File: config.mk
export PLATFORM = sky130hd
export DESIGN_NAME = linear_queue_with_search_top
export DESIGN_NICKNAME = d
export VERILOG_FILES = /design/src/sv/lqs_pkg.sv /design/src/sv/lqs_ram.sv /design/src/sv/linear_queue_with_search_top.sv
export SDC_FILE = /design/constraint.sdc
export NUM_CORES = 1
export LEC_CHECK = 0
export BUFFER_PORTS_ARGS = -buffer_cell sky130_fd_sc_hd__buf_2
export CAP_MARGIN = 30
export CORE_AREA = 2 2 182 184
export CTS_CLUSTER_DIAMETER = 50
export DETAILED_ROUTE_END_ITERATION = 7
export DIE_AREA = 0 0 184 186
export PLACE_DENSITY = 0.66
export SETUP_SLACK_MARGIN = 0.05
export SKIP_LAST_GASP = 1
export SYNTH_ARGS = -nofsm -noshare
export SYNTH_HDL_FRONTEND = slang
export SYNTH_SLANG_ARGS = --single-unit
File: constraint.sdc
create_clock -name clk_i -period 5.75 [get_ports clk_i]
set_input_delay 0.575 -clock clk_i [delete_from_list [all_inputs] [get_ports clk_i]]
set_output_delay 0.575 -clock clk_i [all_outputs]
set_load 0.05 [all_outputs]
File: src/sv/lqs_pkg.sv
`timescale 1ns / 1ps

package lqs_pkg;

  // data width of one stored entry
  localparam int unsigned DataW = 32;

  // operation codes
  localparam logic [1:0] FUNC_INSERT = 2'd0;
  localparam logic [1:0] FUNC_DELETE = 2'd1;
  localparam logic [1:0] FUNC_SEARCH = 2'd2;
  localparam logic [1:0] FUNC_NOP    = 2'd3;

  // status codes
  localparam logic [1:0] STAT_DONE     = 2'd0;
  localparam logic [1:0] STAT_FULL     = 2'd1;
  localparam logic [1:0] STAT_EMPTY    = 2'd2;
  localparam logic [1:0] STAT_NOTFOUND = 2'd3;

  // input item
  typedef struct packed {
    logic [1:0]        func;
    logic signed [31:0] value;
  } in_t;

  // result item
  typedef struct packed {
    logic [1:0]         status;
    logic signed [31:0] removed_value;
    logic [2:0]         found_slot;
  } out_t;

endpackage

File: src/sv/lqs_ram.sv
`timescale 1ns / 1ps

module lqs_ram #(
  parameter int unsigned DEPTH = 8,
  parameter int unsigned AW    = 3
) (
  input  logic                       clk_i,
  input  logic                       we_i,
  input  logic [AW-1:0]              waddr_i,
  input  logic [lqs_pkg::DataW-1:0]  wdata_i,
  input  logic                       re_i,
  input  logic [AW-1:0]              raddr_i,
  output logic [lqs_pkg::DataW-1:0]  rdata_o
);

  logic [lqs_pkg::DataW-1:0] mem [DEPTH];
  logic [lqs_pkg::DataW-1:0] rdata_q;

  // write port
  always_ff @(posedge clk_i) begin
    if (we_i) begin
      mem[waddr_i] <= wdata_i;
    end
  end

  // registered read port, holds while no read is issued
  always_ff @(posedge clk_i) begin
    if (re_i) begin
      rdata_q <= mem[raddr_i];
    end
  end

  assign rdata_o = rdata_q;

endmodule

File: src/sv/linear_queue_with_search_top.sv
// insert, no-op and rejected operations give their result in the cycle after the transfer
// delete reads the head slot, then returns it; search reads from the head to a match or the end
// one item at a time; scan reads one slot per cycle from the single read port if output is free
// a waiting result does not block acceptance unless the output register cannot drain
// reset: head and fill pointers clear to zero (empty); slot storage is not cleared
`timescale 1ns / 1ps

module linear_queue_with_search_top #(
  parameter int unsigned DEPTH = 8
) (
  input  logic          clk_i,
  input  logic          rst_ni,
  input  logic          in_valid_i,
  output logic          in_stall_o,
  input  lqs_pkg::in_t  in_data_i,
  output logic          out_valid_o,
  input  logic          out_stall_i,
  output lqs_pkg::out_t out_data_o
);

  localparam int unsigned AW = $clog2(DEPTH);
  localparam int unsigned FW = AW + 1;

  typedef enum logic [1:0] {
    ST_IDLE,
    ST_DEL,
    ST_SRCH
  } state_e;

  state_e               state_q, state_d;
  logic [AW-1:0]        head_q, head_d;
  logic [FW-1:0]        fill_q, fill_d;
  logic [AW-1:0]        idx_q, idx_d;
  logic signed [31:0]   key_q, key_d;
  logic                 out_valid_q;
  lqs_pkg::out_t        out_q;

  logic                 out_free;
  logic                 accept;
  logic                 is_empty;
  logic                 is_full;
  logic                 res_valid;
  lqs_pkg::out_t        res;
  logic                 ram_we;
  logic                 ram_re;
  logic [AW-1:0]        ram_raddr;
  logic [lqs_pkg::DataW-1:0] ram_rdata;
  logic [FW-1:0]        idx_next;
  logic [FW-1:0]        head_next;
  logic [AW+2:0]        slot_ext;

  assign out_free   = !out_valid_q || !out_stall_i;
  assign in_stall_o = (state_q != ST_IDLE) || !out_free;
  assign accept     = in_valid_i && !in_stall_o;
  assign is_empty   = ({1'b0, head_q} >= fill_q);
  assign is_full    = (fill_q >= FW'(DEPTH));
  assign idx_next   = {1'b0, idx_q} + FW'(1);
  assign head_next  = {1'b0, head_q} + FW'(1);
  assign slot_ext   = {3'b000, idx_q};

  // slot storage
  lqs_ram #(
    .DEPTH (DEPTH),
    .AW    (AW)
  ) u_ram (
    .clk_i   (clk_i),
    .we_i    (ram_we),
    .waddr_i (fill_q[AW-1:0]),
    .wdata_i (in_data_i.value),
    .re_i    (ram_re),
    .raddr_i (ram_raddr),
    .rdata_o (ram_rdata)
  );

  // operation sequencing
  always_comb begin
    state_d   = state_q;
    head_d    = head_q;
    fill_d    = fill_q;
    idx_d     = idx_q;
    key_d     = key_q;
    res_valid = 1'b0;
    res       = '0;
    ram_we    = 1'b0;
    ram_re    = 1'b0;
    ram_raddr = head_q;
    unique case (state_q)
      ST_IDLE: begin
        if (accept) begin
          unique case (in_data_i.func)
            lqs_pkg::FUNC_INSERT: begin
              res_valid = 1'b1;
              if (is_full) begin
                res.status = lqs_pkg::STAT_FULL;
              end else begin
                ram_we = 1'b1;
                fill_d = fill_q + FW'(1);
              end
            end
            lqs_pkg::FUNC_DELETE: begin
              if (is_empty) begin
                res_valid  = 1'b1;
                res.status = lqs_pkg::STAT_EMPTY;
              end else begin
                ram_re  = 1'b1;
                idx_d   = head_q;
                state_d = ST_DEL;
              end
            end
            lqs_pkg::FUNC_SEARCH: begin
              if (is_empty) begin
                res_valid  = 1'b1;
                res.status = lqs_pkg::STAT_NOTFOUND;
              end else begin
                ram_re  = 1'b1;
                idx_d   = head_q;
                key_d   = in_data_i.value;
                state_d = ST_SRCH;
              end
            end
            lqs_pkg::FUNC_NOP: begin
              res_valid = 1'b1;
            end
            default: begin
              res_valid = 1'b1;
            end
          endcase
        end
      end
      ST_DEL: begin
        if (out_free) begin
          res_valid         = 1'b1;
          res.removed_value = ram_rdata;
          state_d           = ST_IDLE;
          if (head_next == fill_q) begin
            head_d = '0;
            fill_d = '0;
          end else begin
            head_d = head_q + AW'(1);
          end
        end
      end
      ST_SRCH: begin
        if (out_free) begin
          priority if (ram_rdata == key_q) begin
            res_valid      = 1'b1;
            res.found_slot = slot_ext[2:0];
            state_d        = ST_IDLE;
          end else if (idx_next >= fill_q) begin
            res_valid  = 1'b1;
            res.status = lqs_pkg::STAT_NOTFOUND;
            state_d    = ST_IDLE;
          end else begin
            ram_re    = 1'b1;
            ram_raddr = idx_next[AW-1:0];
            idx_d     = idx_next[AW-1:0];
          end
        end
      end
      default: begin
        state_d = ST_IDLE;
      end
    endcase
  end

  // state and output register
  always_ff @(posedge clk_i or negedge rst_ni) begin
    if (!rst_ni) begin
      state_q     <= ST_IDLE;
      head_q      <= '0;
      fill_q      <= '0;
      out_valid_q <= 1'b0;
    end else begin
      state_q <= state_d;
      head_q  <= head_d;
      fill_q  <= fill_d;
      if (out_free) begin
        out_valid_q <= res_valid;
      end
    end
  end

  // payload registers
  always_ff @(posedge clk_i) begin
    idx_q <= idx_d;
    key_q <= key_d;
    if (out_free && res_valid) begin
      out_q <= res;
    end
  end

  assign out_valid_o = out_valid_q;
  assign out_data_o  = out_q;

  // fill pointer never passes the depth
  assert property (@(posedge clk_i) disable iff (!rst_ni) fill_q <= FW'(DEPTH))
    else $error("fill pointer beyond depth");

  // an empty queue has its head at slot zero, otherwise the head is below the fill pointer
  assert property (@(posedge clk_i) disable iff (!rst_ni)
    (fill_q == '0) ? (head_q == '0) : ({1'b0, head_q} < fill_q))
    else $error("head and fill pointers inconsistent");

  // no transfer is taken while an operation is in progress
  assert property (@(posedge clk_i) disable iff (!rst_ni)
    (state_q != ST_IDLE) |-> in_stall_o)
    else $error("input taken while busy");

  // an insert into a queue with room grows the fill pointer by one
  assert property (@(posedge clk_i) disable iff (!rst_ni)
    (accept && in_data_i.func == lqs_pkg::FUNC_INSERT && !is_full)
      |=> (fill_q == $past(fill_q) + FW'(1)))
    else $error("insert did not advance fill pointer");

  // a read is followed in the next cycle by the delete or search state that takes its data
  assert property (@(posedge clk_i) disable iff (!rst_ni)
    ram_re |=> (state_q == ST_DEL || state_q == ST_SRCH))
    else $error("read issued outside an operation");

endmodule

== Word level (Yosys, flattened, before mapping) ==
Memories as Yosys holds them, arrays and structs flattened. A register that Yosys moved wholly into a read port is not among the register bits.
Index checks and enable logic that the tools add are counted.

* Register bits after elaboration: 82
* Bits in writable memories: 256
* Input port bits: 38
* Output and inout bits: 39
* Word-level logic and storage cells: 117
* Memories kept: 1

{| class="wikitable"
|+ Memory list
! name !! words !! bits a word !! rd ports !! clocked after Yosys merged registers in !! wr ports !! line !! RTL
|-
| u_ram.mem || 8 || 32 || 1 || 1 || 1 || lqs_ram.sv:16 || <nowiki>logic [lqs_pkg::DataW-1:0] mem [DEPTH];</nowiki>
|}

* $add $sub $neg: 4
* Magnitude comparators: 3
* Equality and inequality tests: 21
* Mux-type cells: 57
* Bitwise gates (word level): 1
* Reductions and logical operators: 21

{| class="wikitable"
|+ Operators by type and width
! kind !! number
|-
| two-way mux 3 bit || 11
|-
| equality test 32 bit || 1
|-
| two-way mux 2 bit || 13
|-
| two-way mux 4 bit || 5
|-
| two-way mux 1 bit || 19
|-
| inequality test 2 bit, second input constant || 9
|-
| AND reduction 7 bit || 2
|-
| one-hot mux 2 bit (3 select lines) || 2
|-
| inequality test 3 bit, second input constant || 3
|-
| adder 3 x 1 -> 4 bit, second input constant || 2
|-
| one-hot mux 2 bit (2 select lines) || 2
|-
| one-hot mux 4 bit (2 select lines) || 1
|-
| equality test 2 bit, second input constant || 3
|-
| one-hot mux 3 bit (2 select lines) || 1
|-
| AND reduction 6 bit || 1
|-
| nonzero test 2 bit || 3
|-
| adder 4 x 1 -> 4 bit, second input constant || 1
|-
| equality test 2 x 1 -> 1 bit, second input constant || 2
|-
| equality test 4 bit || 1
|-
| greater-or-equal comparator 3 x 4 -> 1 bit || 1
|-
| greater-or-equal comparator 4 bit || 1
|-
| greater-or-equal comparator 4 bit, second input constant || 1
|-
| logical NOT 1 bit || 4
|-
| logical NOT 2 bit || 2
|-
| other kinds (12) || 16
|}

== Depth between registers and ports, before layout ==
* Depth after elaboration: 10
* Mapped depth: 12
* Depth with buffers taken out: 10

== Cells and area by module ==
Synthesis repeated with hierarchy kept, for this count alone.

* Cell total of the unflattened synthesis: 692
* Area total of the unflattened synthesis: 14557.7 um^2

{| class="wikitable"
|+ By module, submodules not included
! module !! times used !! cells an instance !! area an instance (um^2) !! seq. area each (um^2)
|-
| lqs_ram || 1 || 415 || 10786.6 || 8648.3
|-
| linear_queue_with_search_top || 1 || 277 || 3771.1 || 2412.3
|}

== Worst setup path before layout ==
No wires, ideal clock.

* Kind: register to register
* From: reg head_q[0]
* To: reg u_ram.rdata_q, in the netlist u_ram.rdata_o[0] (read register of u_ram.mem), enable pin
* Library setup time: 0.461 ns
* Data arrival time: 4.690 ns
* Required time: 5.289 ns
* Setup slack: 0.599 ns
* Stages on the path, launching flop included: 13
* Buffers on the path: 2
* Clock period less this slack: 5.151 ns
* Path through: dfrtp_1 clkbuf_1 clkinv_1 clkbuf_1 ha_1 nand2b_1 a21o_1 a21o_1 and2_1 nand2b_1 nor3b_1 a21oi_1 nor3_1

* Cells in the longest elaborated chain, start to end: 5
* Elaborated cells on any way between the ends: 9
* Classes of those cells: order compare (1); mux (8)

{| class="wikitable"
|+ Ends and longest elaborated chain
! item !! line !! RTL
|-
| from (decl) || linear_queue_with_search_top.sv:31 || <nowiki>logic [AW-1:0] head_q, head_d;</nowiki>
|-
| from (signal assigned) || linear_queue_with_search_top.sv:170 || <nowiki>head_q <= '0;</nowiki>
|-
| from (signal assigned) || linear_queue_with_search_top.sv:175 || <nowiki>head_q <= head_d;</nowiki>
|-
| greater-or-equal comparator 3 x 4 -> 1 bit || linear_queue_with_search_top.sv:55 || <nowiki>assign is_empty = ({1'b0, head_q} >= fill_q);</nowiki>
|-
| two-way mux 1 bit || linear_queue_with_search_top.sv:101, linear_queue_with_search_top.sv:111 ||
|-
| two-way mux 1 bit || n/a ||
|-
| two-way mux 1 bit || linear_queue_with_search_top.sv:89 || <nowiki>if (accept) begin</nowiki>
|-
| one-hot mux 1 bit (2 select lines) || linear_queue_with_search_top.sv:87 || <nowiki>unique case (state_q)</nowiki>
|-
| named net ram_re || linear_queue_with_search_top.sv:45 || <nowiki>logic ram_re;</nowiki>
|-
| to (decl) || lqs_ram.sv:17 || <nowiki>logic [lqs_pkg::DataW-1:0] rdata_q;</nowiki>
|}

The timed path passes the listed nets, and every way through them passes these cells.
A chain may end at the register's enable or synchronous reset.

== Worst setup path in the final report ==
* From: reg idx_q[0]
* To: reg u_ram.rdata_q, in the netlist u_ram.rdata_o[7] (read register of u_ram.mem) (data pin)

* Cells in the longest elaborated chain, start to end: 6
* Elaborated cells on any way between the ends: 10
* Classes of those cells: add/sub (1); order compare (1); mux (8)

{| class="wikitable"
|+ Ends and longest elaborated chain
! item !! line !! RTL
|-
| from (decl) || linear_queue_with_search_top.sv:33 || <nowiki>logic [AW-1:0] idx_q, idx_d;</nowiki>
|-
| from (signal assigned) || linear_queue_with_search_top.sv:185 || <nowiki>idx_q <= idx_d;</nowiki>
|-
| adder 3 x 1 -> 4 bit (*) || linear_queue_with_search_top.sv:57 || <nowiki>assign idx_next = {1'b0, idx_q} + FW'(1);</nowiki>
|-
| greater-or-equal comparator 4 bit || linear_queue_with_search_top.sv:149 || <nowiki>end else if (idx_next >= fill_q) begin</nowiki>
|-
| two-way mux 1 bit or two-way mux 3 bit (tied branches) || linear_queue_with_search_top.sv:149 ||
|-
| two-way mux 1 bit or two-way mux 3 bit (tied branches) || linear_queue_with_search_top.sv:145 || <nowiki>priority if (ram_rdata == key_q) begin</nowiki>
|-
| two-way mux 1 bit or two-way mux 3 bit (tied branches) || linear_queue_with_search_top.sv:144 || <nowiki>if (out_free) begin</nowiki>
|-
| one-hot mux 1 bit (2 select lines) or two-way mux 3 bit (tied branches) || linear_queue_with_search_top.sv:87 ||
|}

Mark *: on every way between the ends. The rest lies on a longest branch, timed or not.

==> run summary <==
Status: complete, no violations
Largest net degree at the start of global routing: 47
Drt first-iter violations: 1,090
Area grow syn2layout: 14.6%
Yosys cell types: 50
Syn_area_per_cell: 14.6 um^2
Final setup violating endpoints: 0
Leakage: 6.61 nW
Path category of the worst min-delay check: in -> reg
Drt wl/cell: 25.2 um
Share of layout cells above drive strength 1: 0.193
Synthesis-stage register bit count: 370
Post-synth top area share: 0.682
Final hold violation count: 0
Most used flip-flop cell after synthesis: edfxtp_1
CTS tree: done
Worst-Skew Late Latency: 0.54 ns
Post-Route Utilization: 0.564
Syn_nets: 1,139
Synth Cell Area: 15,800 um^2
Clock tree root buffer cell: clkbuf_16
Worst Path Required: 6.12 ns
Dominant cells by area after synthesis: edfxtp_1, and3_1, a211oi_2
Clk slew on worst S/H paths: 0.06 ns
Die width: 184 um
Fin crit share: 0.739
# DRC: 0
Vias in the first global route: 9,698
GR Overflow Total: 0
GP Congestion: 0.806
Ports: 77
Element type at the critical path end: flip-flop
Unrepaired setup endpoints after global routing: false
Post-CTS setup buffer count: 0
Port bufs: 76
Htree depth: 2
Crit path DAT: 4.62 ns
Initial antenna violation count: 0
Initial Util: 0.492
Final ANT Viol Nets: 0
Most frequent cells after synthesis: edfxtp_1, nand2_1, and3_1, nand3_1
Peak VDD IR: 0.342 mV
WS Path Type: reg -> reg
Actual slew at the worst max-slew pin: 0.849 ns
Clock Sinks: 370
Dpl hpwl: 24.1 mm
Core ar.: 32,200 um^2
Number of synthesized flops with an enable pin: 360
Async SR Flop Fraction: 0.0270
Final Max Tran Viols: 0
Post-Syn Instances: 1,086
Crit start category: flip-flop
Min cycle time layout: 4.25 ns
Slew headroom: 0.434
TritonCTS Buffers: 40
Fillers: 2,521
Setup Skew: 0.0152 ns
DRT Pass-1 Iters: 5
Crit Path Max Fanout: 32
Diodes inserted: 0
Sequential share of the synthesized area: 0.698
# rows: 66
First-pass GRT wire length: 60.5 mm
Max Freq: 0.235 GHz
Setup TNS: 0 ns
Synth Warn #: 0
Tot GR Track Use: 0.238
Top-count cell post-synth: edfxtp_1
Synth area leader: edfxtp_1
Nets: 1,210
Max-Cap Viols: 0
Power density cells: 548 nW/um^2
Die Y: 186 um
Die ar.: 34,200 um^2
Vias per inst: 6.24
Clock buffer depth: 3
Vias: 9,945
Final wirelength: 40.2 mm
worst max-delay path, cell delays in order (launching register included):
cell and delay (ns):
edfxtp_1 0.39, ha_1 0.22, xnor2_1 0.44, inv_1 0.21
ha_1 0.33, a211o_1 0.31, a22o_2 0.49, o21ai_4 0.58
buf_4 0.44, nand3_1 0.12, a32o_1 0.30, a211oi_2 0.20
power by group:
part | internal (mW) | leakage, nW | switching [mW] | total (mW)
clock | 1.48 | 0.629 | 1.04 | 2.53
combinational | 1.33 | 2.59 | 2.57 | 3.90
sequential | 3.35 | 3.39 | 0.174 | 3.52
total | 6.16 | 6.61 | 3.79 | 9.95
worst paths after layout:
kind	from	to	slack (ns)	depth (start not counted)
max	idx_q[0]	u_ram.rdata_o[7]	1.50	11
min	in_data_i[26]	u_ram.mem[7][26]	0.34	1
max reg2reg	idx_q[0]	u_ram.rdata_o[7]	1.50	11
min reg2reg	state_q[1]	state_q[0]	0.59	1
max in group asynchronous	rst_ni	fill_q[3]	5.09	2
min in group asynchronous	rst_ni	state_q[1]	0.45	2
cell families after synthesis:
| kind of cell | count (synthesis) | share of synthesized area |
|---|---|---|
| fa+ha+maj | 15 | 0.0118 |
| xor+xnor | 38 | 0.0210 |
| simple gates | 280 | 0.0910 |
| compound gates | 254 | 0.131 |
| mux | 34 | 0.0216 |
| flops | 370 | 0.698 |
| buf+inv | 95 | 0.0260 |
flip-flops by register name, indices dropped and copies added (netlist names):
register       flops
fill_q             4
head_q             3
idx_q              3
key_q             32
out_data_o        37
out_valid_o        1
state_q            2
u_ram.mem        256
u_ram.rdata_o     32
cell type report:
type                       instances  area (um^2)  share of cell area
clock buffer                      45         1040              0.0573
clock inverter                    27          243              0.0134
inverter                          10         37.5             0.00207
multi-input combinational        621         4500               0.248
sequential                       370        11100               0.609
tap                              408          510              0.0281
timing repair buffer             114          758              0.0418
metrics by stage:
| step | hold WS (ns) | std cells | power (mW) | area [um^2] | worst slack, ns |
|---|---|---|---|---|---|
| global route | 0.336 | 1595 | 10.4 | 18200 | 1.28 |
| floorplan | 0.279 | 1086 | 6.22 | 15800 | 0.599 |
| global placement | 0.459 | 1516 | 7.36 | 16700 | 1.71 |
| CTS | 0.320 | 1594 | 9.97 | 18100 | 1.47 |
| finish | 0.335 | 1595 | 9.95 | 18200 | 1.50 |
| detailed placement | 0.464 | 1521 | 7.45 | 16800 | 1.50 |
repair_timing:
action	4_1_cts	5_1_grt
hold endpoints to repair	10	0
resized for setup	0	0
hold buffers	1	0
cells in the final DEF (no fill, tap or decap), drive strengths merged, types with 5 or more instances in the layout:
cell	n
a211oi	64
a21oi	6
a311oi	32
a32o	32
and2	5
and3	69
buf	113
clkbuf	45
clkinv	21
dfrtp	10
edfxtp	360
ha	15
inv	11
mux2i	33
nand2	86
nand3	66
nand4	9
nor2	17
nor3	8
o211a	32
o21ai	76
xnor2	36
routing by layer:
| metal | routed length (um) | vias up | global-route usage |
|---|---|---|---|
| li1 | - | 4436 | - |
| met3 | 2850 | 83 | 0.0403 |
| met4 | 1250 | 0 | 0.0822 |
| met5 | 0 | - | 0 |
| met2 | 19400 | 391 | 0.393 |
| met1 | 16700 | 5035 | 0.321 |
Note: power is estimated with default switching activity, not from simulation.
